## config.mk

```make
export PLATFORM = sky130hd
export DESIGN_NAME = ssg_front
export DESIGN_NICKNAME = d
export VERILOG_FILES = /design/src/hw/rtl/ssg_pkg.sv /design/src/hw/rtl/ssg_front.sv
export SDC_FILE = /design/constraint.sdc
export NUM_CORES = 1
export LEC_CHECK = 0
export BUFFER_PORTS_ARGS = -buffer_cell sky130_fd_sc_hd__buf_2
export CORE_MARGIN = 3
export CORE_UTILIZATION = 46
export CTS_CLUSTER_DIAMETER = 40
export DETAILED_ROUTE_END_ITERATION = 12
export PLACE_DENSITY = 0.71
export SLEW_MARGIN = 20
export SYNTH_ARGS = -nofsm -noshare
export SYNTH_HDL_FRONTEND = slang
export SYNTH_SLANG_ARGS = --single-unit
export TNS_END_PERCENT = 30
```

## constraint.sdc

```tcl
create_clock -name clk_i -period 2 [get_ports clk_i]
set_input_delay 0 -clock clk_i [delete_from_list [all_inputs] [get_ports clk_i]]
set_output_delay 0 -clock clk_i [all_outputs]
set_load 0.03 [all_outputs]
```

## src/hw/rtl/ssg_pkg.sv

```systemverilog
`timescale 1ns / 1ps

package ssg_pkg;

  localparam int FramePoints = 512;

  localparam int DataW  = 24;
  localparam int PowW   = 48;
  localparam int GainW  = 16;
  localparam int CfgW   = 16;
  localparam int InitW  = 4;
  localparam int AddrW  = 5;
  localparam int ApbW   = 32;
  localparam int AccW   = 66;

  // Default queue entry: two bin parts, a 9-bit bin index, last and active flags.
  localparam int ItemDefaultW = 2 * DataW + 9 + 2;

  localparam int DivSteps = 67;
  localparam int DivCntW  = 7;

  localparam logic [GainW-1:0] OneQ15 = 16'h8000;
  localparam logic [GainW:0]   OneQ16 = 17'h10000;

  typedef enum logic [2:0] {
    REG_OVER_SUB,
    REG_MIN_GAIN,
    REG_NOISE_SMOOTH,
    REG_GAIN_SMOOTH,
    REG_UPDATE_RATIO,
    REG_INIT_FRAMES
  } reg_idx_e;

  typedef struct packed {
    logic [CfgW-1:0]  over_sub;
    logic [CfgW-1:0]  min_gain;
    logic [CfgW-1:0]  noise_smooth;
    logic [CfgW-1:0]  gain_smooth;
    logic [CfgW-1:0]  update_ratio;
    logic [InitW-1:0] init_frames;
  } cfg_t;

  typedef enum logic [4:0] {
    B_CLEAR,
    B_IDLE,
    B_SQ_RE,
    B_SQ_IM,
    B_PWR,
    B_RT_LO,
    B_RT_HI,
    B_RT_CMP,
    B_NS_LO,
    B_NS_HI,
    B_NP_LO,
    B_NP_HI,
    B_NS_WR,
    B_OS_LO,
    B_OS_HI,
    B_GCHK,
    B_DIV,
    B_INIT_WR,
    B_GAIN,
    B_NB,
    B_E_RD,
    B_E_T1,
    B_E_T2,
    B_E_WR,
    B_SC_RE,
    B_SC_IM,
    B_SC_FIN,
    B_PUT
  } back_state_e;

endpackage

```

## src/hw/rtl/ssg_front.sv

```systemverilog
`timescale 1ns / 1ps

module ssg_front #(
  parameter int FRAME_POINTS = ssg_pkg::FramePoints,
  localparam int BinCount = FRAME_POINTS / 2 + 1,
  localparam int KW = $clog2(BinCount)
) (
  input  logic                    clk_i,
  input  logic                    rst_ni,
  input  logic                    in_valid_i,
  input  logic                    queue_full_i,
  input  logic                    clearing_i,
  input  logic [ssg_pkg::InitW-1:0] init_frames_i,
  output logic                    in_stall_o,
  output logic                    push_o,
  output logic [KW-1:0]           k_o,
  output logic                    last_o,
  output logic                    active_o
);

  logic [KW-1:0]             pos_q;
  logic [ssg_pkg::InitW-1:0] frames_q;

  assign in_stall_o = queue_full_i | clearing_i;
  assign push_o     = in_valid_i & ~in_stall_o;
  assign k_o        = pos_q;
  assign last_o     = (pos_q == KW'(BinCount - 1));
  assign active_o   = (frames_q >= init_frames_i);

  always_ff @(posedge clk_i or negedge rst_ni) begin
    if (!rst_ni) begin
      pos_q    <= '0;
      frames_q <= '0;
    end else if (push_o) begin
      if (last_o) begin
        pos_q <= '0;
        // advance the frame count only during the initial phase
        if (frames_q < init_frames_i) frames_q <= frames_q + 4'd1;
      end else begin
        pos_q <= pos_q + KW'(1);
      end
    end
  end

endmodule

```

==> out/summary.md <==
The run finished with clean final reports. Clock skew on the completed layout was measured at 9.147 ps. The most critical setup path has its endpoint at last_o.

In the post-route analysis, the smallest setup slack over all paths is 101.0 ps. The worst setup path is launched from a flop. Category of the worst setup path capture point: a primary output.

The total routed wirelength was 1418 um; the initial core utilization was 0.4951. The static leakage came out at 0.5134 nW. Buffers placed on the I/O ports in this run total 21. The repair_antennas step left the layout with diodes totalling 0. The post-synthesis cell type with the largest combined area is sky130_fd_sc_hd__dfrtp_1. The remaining max-slew budget at the tightest pin is 0.6998, and the minimum period implied by the final worst setup slack is 1899 ps.

The run gives 160 ps as the setup slack of the most critical reg-to-reg path. The largest stage delay on the critical path is 550 ps. For the gate count after technology mapping, the log shows 71.

The detailed-route vias per instance is 5.362. The proportion of synthesized chip area in sequential cells is 0.4262. Data arrives at the worst endpoint at 1900 ps.

At the pin with the least slew margin, the transition time is 444.3 ps. The logs give 0 for the total of warnings raised by yosys and 0 for the overflow left after global routing. The number of design-rule violations left by the first detailed-router iteration was 8; the number of enable flip-flop cells after synthesis was 0. The worst slack after detailed placement came out at 153.3 ps.

The final layout contains 117 nets. IR analysis of the VDD net gives a maximum drop of 0.0006243 V. The type of the setup path with the least slack was reg2out.

Entering global routing, the biggest net connects 14 pins. The critical path required time was 2000 ps; the logic depth of the worst setup path including buffers was 4. The die footprint is 2184 um^2, and the height of the chip is 46.74 um. The area share of the largest cell type after synthesis came out at 0.4262. The number of setup buffers added after CTS is 0. In this run the worst hold path is classified as in2reg.

In the routed design, unresolved DRC markers number 0. Leading cell type by number of instances after synthesis: sky130_fd_sc_hd__dfrtp_1. The share of cells above drive strength 1 is 0.3600, and the number of filler instances in the final layout is 142. The tools report the clock tree root driver cell as sky130_fd_sc_hd__clkbuf_4. The logs give 14 for the total number of placement rows and 0 for the count of antenna-violating nets left after detailed routing. Clock-pin slew was measured on the worst setup and hold paths at 70 ps. The main flop type after synthesis was sky130_fd_sc_hd__dfrtp_1. The share of the clock period used by the worst path came out at 0.9495. The number of buffers and inverters on the critical path is 2. After synthesis, the cell types taking the most area are sky130_fd_sc_hd__dfrtp_1 (43%), sky130_fd_sc_hd__ha_1 (11%), sky130_fd_sc_hd__xnor2_1 (5.7%), sky130_fd_sc_hd__nand4_1 (4.1%), sky130_fd_sc_hd__xor2_1 (3.4%). The maximum fanout along the worst path came out at 7. The die is 46.74 um wide. The number of setup violations in the final report is 0. The placed instances occupy a cell area of 918.4 um^2. Via count of the first global-routing pass: 566. The slowest stage of the critical path belongs to the cell sky130_fd_sc_hd__or4_4. TritonCTS built the clock tree. The logs give 0 for the number of failing hold endpoints at the final stage and 4 for the iteration count of the initial detailed-routing pass. The number of instances in the placed design came out at 111. After synthesis, the most frequently instantiated cells are sky130_fd_sc_hd__dfrtp_1 (13), sky130_fd_sc_hd__ha_1 (7), sky130_fd_sc_hd__inv_1 (6).

The routed layout has 622 vias. Maximum level of the CTS H-tree: 1. The total power divided by cell area was 790.3 nW/um^2. Traced cell by cell, the critical path runs through or4_4, nor4_4, buf_4, clkbuf_4. Derived from the worst setup path, the maximum achievable clock frequency is 0.5266 GHz.

In this run the critical register-to-register path is launched from k_o[6]$_DFFE_PN0P_. After routing the design area is 957.2 um^2. The tools report the total routing resource utilization after global routing as 0.1519. For the worst flop-to-flop path, the logic depth is 4. The floorplan core area is 1541 um^2, and the combined area of all synthesized cells is 763.2 um^2. Synthesis produced a netlist with a net count of 87. Detailed placement finished with a half-perimeter wire length of 1189 um. Compared with the post-synthesis result, the final layout area differs by 25.41%. Routability-driven placement finished with a final weighted congestion of 0.7165. After detailed routing, the average wire length per cell comes to 12.22 um. No sink is reached through more buffers than the 2 on the longest clock path. Counting the buffers created by CTS gives 3. The initial antenna violation count was 0.

The post-synthesis async set-or-reset flop share came out at 1.000. The clock reaches the later pin of the worst-skew pair after 270 ps. In this design, the largest share of critical-path delay is due to simple AND/OR/NAND/NOR gates. The first global-routing pass estimated 2297 um of wire.

The run gives 0 as the max-slew violation count. The endpoint identified for the worst register-to-register timing path is frames_q[1]$_DFFE_PN0P_. 22 I/O pins were placed. Excluding fillers, the count of instances in the completed layout stands at 116. In this run the worst setup path begins at k_o[6]$_DFFE_PN0P_. Counting every sink on the clock net gives 13. Counting flops and latches in the post-synthesis netlist gives 13. Yosys mapped the design onto 28 distinct sky130hd cell types. Setup repair after global routing left no endpoint under its margin. The total of max-cap violations was 0. The average cell area after synthesis is 10.75 um^2.
## power by group
| group | total [mW] | internal (mW) | switching, mW |
|---|---|---|---|
| Clock | 0.158 | 0.0773 | 0.0807 |
| Combinational | 0.236 | 0.0911 | 0.145 |
| Sequential | 0.363 | 0.301 | 0.0617 |
## what timing repair did
action / in CTS / in global routing
endpoints found under the setup margin: 0 / 1
gates resized for setup: 0 / 1
hold buffers: 1 / 0
endpoints found under the hold margin: 13 / 0
## registers in the layout (all words and copies together) (netlist names)
signal    count
k_o           9
frames_q      4
## per-stage QoR
| stage | power, mW | util | hold WS (ps) | TNS (ps) |
|---|---|---|---|---|
| 2_1_floorplan | 0.5272 | - | -295.6 | -840.5 |
| 3_3_place_gp | 0.6021 | 0.5958 | -98.59 | 0 |
| 3_5_place_dp | 0.6062 | 0.5958 | -95.99 | 0 |
| 4_1_cts | 0.7670 | 0.6193 | 119.7 | 0 |
| 5_1_grt | 0.8075 | 0.6209 | 137.6 | 0 |
| 6_report | 0.7564 | 0.6209 | 130.4 | 0 |
## cell type report
type | instances | area (um^2) | share of cell area
clock buffers | 4 | 26.28 | 0.02745
flip-flops and latches | 13 | 329.1 | 0.3438
repair buffers | 26 | 147.6 | 0.1542
multi-input cells | 51 | 411.6 | 0.4301
inverters | 6 | 22.52 | 0.02353
well taps | 16 | 20.02 | 0.02092
## kinds of logic (layout without fill, tap and decap cells)
kind of cell | after synthesis | count (layout) | share of synthesized area
AOI/OAI and AO/OA | 6 | 6 | 0.05410
DFF | 13 | 13 | 0.4262
adders and majority gates | 7 | 7 | 0.1147
buffers and inverters | 7 | 36 | 0.03442
xor gates and xnor gates | 8 | 8 | 0.09181
muxes | 2 | 2 | 0.03278
and+or+nand+nor | 28 | 28 | 0.2459
## cells in the final DEF (no fill, tap or decap)
master and count:
sky130_fd_sc_hd__dlygate4sd3_1 1, sky130_fd_sc_hd__nand2_1 5, sky130_fd_sc_hd__or2_2 1, sky130_fd_sc_hd__clkbuf_1 1
sky130_fd_sc_hd__xor2_1 3, sky130_fd_sc_hd__dfrtp_1 10, sky130_fd_sc_hd__nor4bb_1 1, sky130_fd_sc_hd__nand4_2 1
sky130_fd_sc_hd__nor2b_1 2, sky130_fd_sc_hd__nand4_1 5, sky130_fd_sc_hd__mux2_4 1, sky130_fd_sc_hd__buf_4 4
sky130_fd_sc_hd__nor3b_1 1, sky130_fd_sc_hd__nor2_1 3, sky130_fd_sc_hd__inv_1 6, sky130_fd_sc_hd__or4_4 1
sky130_fd_sc_hd__dfrtp_2 3, sky130_fd_sc_hd__a21o_1 2, sky130_fd_sc_hd__o211ai_1 1, sky130_fd_sc_hd__nor3_1 1
sky130_fd_sc_hd__buf_2 20, sky130_fd_sc_hd__nand2b_1 1, sky130_fd_sc_hd__clkbuf_4 4, sky130_fd_sc_hd__mux2i_1 1
sky130_fd_sc_hd__and4_1 2, sky130_fd_sc_hd__ha_1 7, sky130_fd_sc_hd__nor4_4 1, sky130_fd_sc_hd__a21boi_0 1
sky130_fd_sc_hd__and2_0 1, sky130_fd_sc_hd__a21oi_1 1, sky130_fd_sc_hd__nand3_1 2, sky130_fd_sc_hd__xnor2_1 5
sky130_fd_sc_hd__o22ai_1 1
## per-layer routing
layer | up-vias | GRT usage | routed length (um)
met4 | 0 | 0.01657 | 0
li1 | 313 | - | -
met5 | - | 0 | 0
met2 | 15 | 0.2665 | 718
met3 | 0 | 0.06897 | 87
met1 | 294 | 0.1770 | 612
## worst reg2reg max path, delay by kind of cell, from the launching register on
| kind | cells | cell delay (ps) |
|---|---|---|
| mux | 1 | 320 |
| flops | 1 | 430 |
| simple gates | 3 | 1000 |
## worst min path at each step
stage               start  cells after the start                       to  slack, ps
2_1_floorplan      rst_ni                      0  frames_q[0]$_DFFE_PN0P_       -300
3_3_place_gp       rst_ni                      1       k_o[0]$_DFFE_PN0P_       -100
3_5_place_dp       rst_ni                      1       k_o[0]$_DFFE_PN0P_       -100
4_1_cts        clearing_i                      4       k_o[4]$_DFFE_PN0P_        120
5_1_grt            rst_ni                      2       k_o[0]$_DFFE_PN0P_        140
6_report       clearing_i                      4       k_o[4]$_DFFE_PN0P_        130
(Power assumes the default switching activity.)
