===== src/hw/rtl/ssg_pkg.sv =====
`timescale 1ns / 1ps

package ssg_pkg;

  localparam int FramePoints = 512;

  localparam int DataW  = 24;
  localparam int PowW   = 48;
  localparam int GainW  = 16;
  localparam int CfgW   = 16;
  localparam int InitW  = 4;
  localparam int AddrW  = 5;
  localparam int ApbW   = 32;
  localparam int AccW   = 66;

  // Default queue entry: two bin parts, a 9-bit bin index, last and active flags.
  localparam int ItemDefaultW = 2 * DataW + 9 + 2;

  localparam int DivSteps = 67;
  localparam int DivCntW  = 7;

  localparam logic [GainW-1:0] OneQ15 = 16'h8000;
  localparam logic [GainW:0]   OneQ16 = 17'h10000;

  typedef enum logic [2:0] {
    REG_OVER_SUB,
    REG_MIN_GAIN,
    REG_NOISE_SMOOTH,
    REG_GAIN_SMOOTH,
    REG_UPDATE_RATIO,
    REG_INIT_FRAMES
  } reg_idx_e;

  typedef struct packed {
    logic [CfgW-1:0]  over_sub;
    logic [CfgW-1:0]  min_gain;
    logic [CfgW-1:0]  noise_smooth;
    logic [CfgW-1:0]  gain_smooth;
    logic [CfgW-1:0]  update_ratio;
    logic [InitW-1:0] init_frames;
  } cfg_t;

  typedef enum logic [4:0] {
    B_CLEAR,
    B_IDLE,
    B_SQ_RE,
    B_SQ_IM,
    B_PWR,
    B_RT_LO,
    B_RT_HI,
    B_RT_CMP,
    B_NS_LO,
    B_NS_HI,
    B_NP_LO,
    B_NP_HI,
    B_NS_WR,
    B_OS_LO,
    B_OS_HI,
    B_GCHK,
    B_DIV,
    B_INIT_WR,
    B_GAIN,
    B_NB,
    B_E_RD,
    B_E_T1,
    B_E_T2,
    B_E_WR,
    B_SC_RE,
    B_SC_IM,
    B_SC_FIN,
    B_PUT
  } back_state_e;

endpackage


===== src/hw/rtl/ssg_queue.sv =====
`timescale 1ns / 1ps

module ssg_queue #(
  parameter int Width = ssg_pkg::ItemDefaultW
) (
  input  logic             clk_i,
  input  logic             rst_ni,
  input  logic             push_i,
  input  logic [Width-1:0] push_data_i,
  input  logic             pop_i,
  output logic [Width-1:0] head_o,
  output logic             full_o,
  output logic             empty_o
);

  logic [Width-1:0] entry_q [2];
  logic             wr_ptr_q, rd_ptr_q;
  logic [1:0]       cnt_q;

  assign full_o  = (cnt_q == 2'd2);
  assign empty_o = (cnt_q == 2'd0);
  assign head_o  = entry_q[rd_ptr_q];

  always_ff @(posedge clk_i) begin
    if (push_i) begin
      entry_q[wr_ptr_q] <= push_data_i;
    end
  end

  always_ff @(posedge clk_i or negedge rst_ni) begin
    if (!rst_ni) begin
      wr_ptr_q <= 1'b0;
      rd_ptr_q <= 1'b0;
      cnt_q    <= 2'd0;
    end else begin
      if (push_i) wr_ptr_q <= ~wr_ptr_q;
      if (pop_i)  rd_ptr_q <= ~rd_ptr_q;
      if (push_i && !pop_i) begin
        cnt_q <= cnt_q + 2'd1;
      end else if (pop_i && !push_i) begin
        cnt_q <= cnt_q - 2'd1;
      end
    end
  end

endmodule


===== config.mk =====
export PLATFORM = sky130hd
export DESIGN_NAME = ssg_queue
export DESIGN_NICKNAME = d
export VERILOG_FILES = /design/src/hw/rtl/ssg_pkg.sv /design/src/hw/rtl/ssg_queue.sv
export SDC_FILE = /design/constraint.sdc
export NUM_CORES = 1
export LEC_CHECK = 0
export BUFFER_PORTS_ARGS = -buffer_cell sky130_fd_sc_hd__buf_4
export CAP_MARGIN = 10
export CORE_MARGIN = 3
export CORE_UTILIZATION = 45
export DETAILED_ROUTE_END_ITERATION = 8
export PLACE_DENSITY_LB_ADDON = 0.2
export SYNTH_ARGS = -nofsm -noshare
export SYNTH_HDL_FRONTEND = slang
export SYNTH_SLANG_ARGS = --single-unit

===== constraint.sdc =====
create_clock -name clk_i -period 4.46 [get_ports clk_i]
set_input_delay 0.446 -clock clk_i [delete_from_list [all_inputs] [get_ports clk_i]]
set_output_delay 0.446 -clock clk_i [all_outputs]
set_load 0.1 [all_outputs]

==> metrics.txt, run 1 <==
status=finished clean; starting density of the core=47.5%; vias=about 2300; CTS clk-pin slew, worst paths=roughly 60 ps; count of cell types in the netlist=12; max cap viols=0; Ant. Diodes=0; critical path capture point type=primary output; core box area=10000 sq um; fin. max-slew vios=0; Slew HR=a little under a quarter; Post-Synth XOR/XNOR Area=0.923%; Residual DRC=0; sequential share of the synthesized area=76.8%; Worst Max-Slew Pin Slew=between 1000 and 1500 ps; gr usage total=between 10 and 15%; largest family of logic cells by synthesized area=multiplexers; DP HPWL=between 5 and 6 mm; vias in the first global route=~2400; Rows=36; Layout area overhead=33.6%; CP startpoint kind=flip-flop; Root Buffer=clkbuf_8; adder-cell share of the synthesized area=less than 1%; Syn. warnings=0; Synth Cell Area=around 4700 sq um; Clock Latency Late Sink=490 ps; Final Skew=around 10 ps; mux contribution to synthesized area=18.7%; FMAX=roughly 360 MHz; Seq cells post-synth=around 120; clk sinks=122; Filler Cells Inserted=727; Pre-antenna DRT Iters=4; CTS tree=built; endpoints failing hold=0; Synth Net Count=approximately 260; Die W=around 110 um; initial antenna violation count=0; layout net count=~400; num ports=around 120; CP Data Arrival Time=2350 ps; number of cells produced by synthesis=200; origin of the critical flop-to-flop path=wr_ptr_q$_DFFE_PN0P_; CTS max path bufs=2; final WL=roughly 8 mm; compound-gate portion of the synthesized area=0%; crit path launch=rd_ptr_q$_DFFE_PN0P_; worst reg2reg setup slack=2420 ps; Vert. Die Dim=around 110 um; Setup Buffers After CTS=0; hold_sp=pop_i; critical path type=reg2out; shortest period the worst path allows=between 2000 and 3000 ps; RSZ-0062 raised after global routing=no; ratio of final minimum period to clock period=between 60% and 70%; Simple-Gate Fraction of Synth Area=0.554%; layout cell share with drive strength beyond 1=between 60% and 70%; clock buffer count from CTS=17; first-pass GRT wire length=12.5 mm; DR vias/cell=between 4 and 5; H-tree Lvls=4; setup TNS=0 ps; total die area=between 10000 and 15000 sq um; WL/cell=approximately 17 um; Iteration-0 DRC Markers=92; CP Max Fanout=60; Syn Area/Cell=around 24 sq um; Routed Antenna Nets=0; GPL Wtd Cong=approximately 0.70; global route overflow=0; final setup fails=0; Worst Hold Class=in2reg; largest net degree at the start of global routing=between 60 and 70; CP required=~4000 ps; I/O Buffers=approximately 120
[Yosys cell counts]
cell / n / share of area [%]
buf_6: 1 / 0.24
nor2_1: 2 / 0.16
and2_1: 1 / 0.13
ha_1: 1 / 0.26
nor2b_1: 2 / 0.26
buf_12: 6 / 2.5
inv_1: 1 / 0.079
xor2_1: 4 / 0.74
edfxtp_1: 118 / 75
dfrtp_1: 4 / 2.1
xnor2_1: 1 / 0.18
mux2_4: 59 / 19
[metrics by stage]
step                hold WS [ps]  cells  area (sq um)  util, %  setup slack [ps]
finish                       132    484          6340     63.4              1670
floorplan                    150    200          4750        -               930
global placement             247    451          5730     57.3              2190
global route                 100    484          6340     63.4              1570
CTS                          103    484          6340     63.4              1650
detailed placement           248    451          5730     57.3              2200
[metal layers]
metal	global-route usage [%]	vias up	part of all wire, %
li1	-	1064	-
met1	17.5	1122	42
met2	23.4	81	51
met3	5.57	11	6.0
met4	5.41	0	1.5
met5	0	-	0
[worst max-delay path: stages, from the launching register on]
cell     delay, ps
dfrtp_4       1170
mux2_4         320
buf_4          290
[path summary, 6_finish.rpt]
path,to,depth (start not counted)
worst max-delay path,head_o[33],2
worst min-delay path,rd_ptr_q$_DFFE_PN0P_,2
worst max register to register,entry_q[0][1]$_DFFE_PP_,2
worst min register to register,cnt_q[1]$_DFFE_PN0P_,1
max in group asynchronous,rd_ptr_q$_DFFE_PN0P_,2
min in group asynchronous,cnt_q[1]$_DFFE_PN0P_,2
[flip-flops by register name (all words and copies together) (netlist names)]
name and count:
entry_q 118, cnt_q 2, rd_ptr_q 1, wr_ptr_q 1
[layout by cell type (no fill, tap or decap)]
master and count:
dlygate4sd3_1 1, mux2_4 59, edfxtp_1 118, clkinv_1 2, xor2_1 4, nor2b_1 1, inv_1 1, ha_1 1
clkinv_2 3, nor2b_4 1, clkbuf_1 2, clkinv_4 3, and2_2 1, xnor2_1 1, clkbuf_8 1, nor2_1 2
buf_4 125, dfrtp_1 3, clkinvlp_4 1, clkbuf_16 16, bufinv_16 4, dfrtp_4 1
[what timing repair did]
action / 4_1_cts / 5_1_grt
hold buffers: 1 / 0
resized for setup: 0 / 0
hold endpoints to repair: 4 / 0
[area by class of cell]
type,count,area (sq um),share of cell area [%]
timing repair buffer,126,948,15.0
inverter,1,3.75,0.0592
sequential,122,3650,57.5
clock inverter,13,176,2.78
multi-input combinational,70,977,15.4
clock buffer,19,422,6.65
tap,133,166,2.62
[logic make-up (layout without fill, tap and decap cells)]
family,Yosys count,in the layout
buf+inv,8,159
simple gates,5,5
flops,122,122
mux,59,59
xor+xnor,5,5
fa+ha+maj,1,1
Power of run 1 is left out: the tool's default activity adds up to more than one toggle a clock period on the data nets, which glitch-free logic cannot reach.
==> run 2: changes to the inputs <==
Clock period 4.46 ns to 2.7 ns, I/O delays scaled along.
==> run 2 against run 1 <==
Effect of this change: wire length increased by 9.5%; first-iteration DRC count grew 30%; core utilization rose by 6.7 points; global-route usage is 1.7 points higher; final cell count up 13%; hold slack lost 14 ps; die area did not move; critical path depth is 1 higher; flip-flop and latch count did not move; final area increased by 11%; non-clock buffer count increased by 64; clock-buffer cell count down 2; critical endpoint is now head_o[56].
==> metrics.txt, run 2 (synthesis gave the netlist of run 1 again) <==
status=finished clean; clk sinks=between 100 and 150; Layout area overhead=47.7%; global route overflow=0; layout cell share with drive strength beyond 1=between 50 and 60%; max reg flops=~120; critical path capture point type=primary output; DR vias/cell=about 4.7; core box area=10000 sq um; Final Skew=around 6.6 ps; WL/cell=16.4 um; I/O Buffers=~120; first-pass GRT wire length=approximately 14 mm; H-tree Lvls=4; CP Data Arrival Time=approximately 2200 ps; met2 wire len=about 4.8 mm; CP required=between 2000 and 2500 ps; num ports=approximately 120; Residual DRC=0; clock buffer count from CTS=17; top sig layer=met4; Worst Max-Slew Pin Slew=roughly 730 ps; top flop regs=entry_q (118), cnt_q (2); end of the worst register-to-register path=entry_q[1][49]$_DFFE_PP_; cell count of the worst reg-to-reg path=2; vias=~2600; gr usage total=16.1%; most frequent cells in the layout=buf_4, edfxtp_1, dlygate4sd3_1; Worst Hold Class=in2async; layout net count=around 470; total die area=around 12000 sq um; final WL=around 9 mm; Met3 Routed Length=between 600 and 700 um; DP HPWL=5.23 mm; FMAX=about 400 MHz; ratio of final minimum period to clock period=between 90% and 100%; max cap viols=0; starting density of the core=47.5%; Metal-1 WL=around 3.5 mm; Iteration-0 DRC Markers=120; endpoints failing hold=0; setup TNS=0 ps; shortest period the worst path allows=between 2000 and 2500 ps; CTS tree=built; Die W=109 um; CP Max Fanout=27; origin of the critical flop-to-flop path=wr_ptr_q$_DFFE_PN0P_; most common cell after layout, fill and taps aside=buf_4; CTS max path bufs=2; register name with the most flops=entry_q; initial antenna violation count=0; worst reg2reg setup slack=~990 ps; final setup fails=0; Vert. Die Dim=approximately 110 um; Routed Antenna Nets=0; vias in the first global route=2789; Root Buffer=clkbuf_8; Ant. Diodes=0; GPL Wtd Cong=approximately 0.7; Clock Latency Late Sink=approximately 500 ps; critical path type=reg2out; RSZ-0062 raised after global routing=no; Slew HR=51.6%; largest net degree at the start of global routing=34; Rows=36; CP startpoint kind=flip-flop; CTS clk-pin slew, worst paths=approximately 60 ps; Pre-antenna DRT Iters=4; fin. max-slew vios=0
## run 2: cell types whose count changed in the layout (fill, tap and decap cells not counted)
| cell | change |
|---|---|
| inv_6 | +3 |
| buf_12 | +2 |
| clkinv_2 | -2 |
| dlygate4sd3_1 | +61 |
| clkinv_4 | -2 |
| buf_4 | +1 |
| clkbuf_1 | -2 |
| clkinvlp_4 | +3 |
## run 2: final cells by class
class	count	area [sq um]
flip-flops and latches	122	3650
fillers	640	2990
repair buffers	190	1610
multi-input cells	70	977
clock buffers	17	414
clock inverters	15	198
well taps	133	166
inverters	1	3.75
## run 2: through the flow
stage	cells	instance area (sq um)	util [%]	setup slack [ps]	hold slack (ps)
after CTS	548	7010	70.1	185	77.6
after global routing	548	7010	70.1	143	110
after floorplan	200	4750	-	329	-25.6
final	548	7010	70.1	221	118
after global placement	454	5780	57.8	766	74.0
after detailed placement	454	5780	57.8	730	77.8
## run 2: repair_timing
action | in CTS | in global routing
endpoints found under the hold margin | 124 | 0
buffers inserted | 0 | 0
resized for setup | 0 | 0
hold buffers | 62 | 0
## run 2: per-layer routing
layer | global-route usage [%] | vias up
li1 | - | 1198
met1 | 18.1 | 1266
met2 | 27.8 | 87
met3 | 6.16 | 9
met4 | 5.86 | 0
met5 | 0 | -
## run 2: worst max-delay path by stage
stage	start	endpoint	slack, ps	depth (start not counted)
after floorplan	wr_ptr_q$_DFFE_PN0P_	entry_q[0][0]$_DFFE_PP_	330	1
after global placement	rd_ptr_q$_DFFE_PN0P_	head_o[53]	770	3
after detailed placement	rd_ptr_q$_DFFE_PN0P_	head_o[51]	730	3
after CTS	rd_ptr_q$_DFFE_PN0P_	head_o[51]	180	3
after global routing	rd_ptr_q$_DFFE_PN0P_	head_o[56]	140	3
final	rd_ptr_q$_DFFE_PN0P_	head_o[56]	220	3
## run 2: critical path, cell delays in order (launching register included)
cell     delay (ps)
dfrtp_4         780
buf_4           340
mux2_4          330
buf_4           230
Power of run 2 is left out for the same reason.
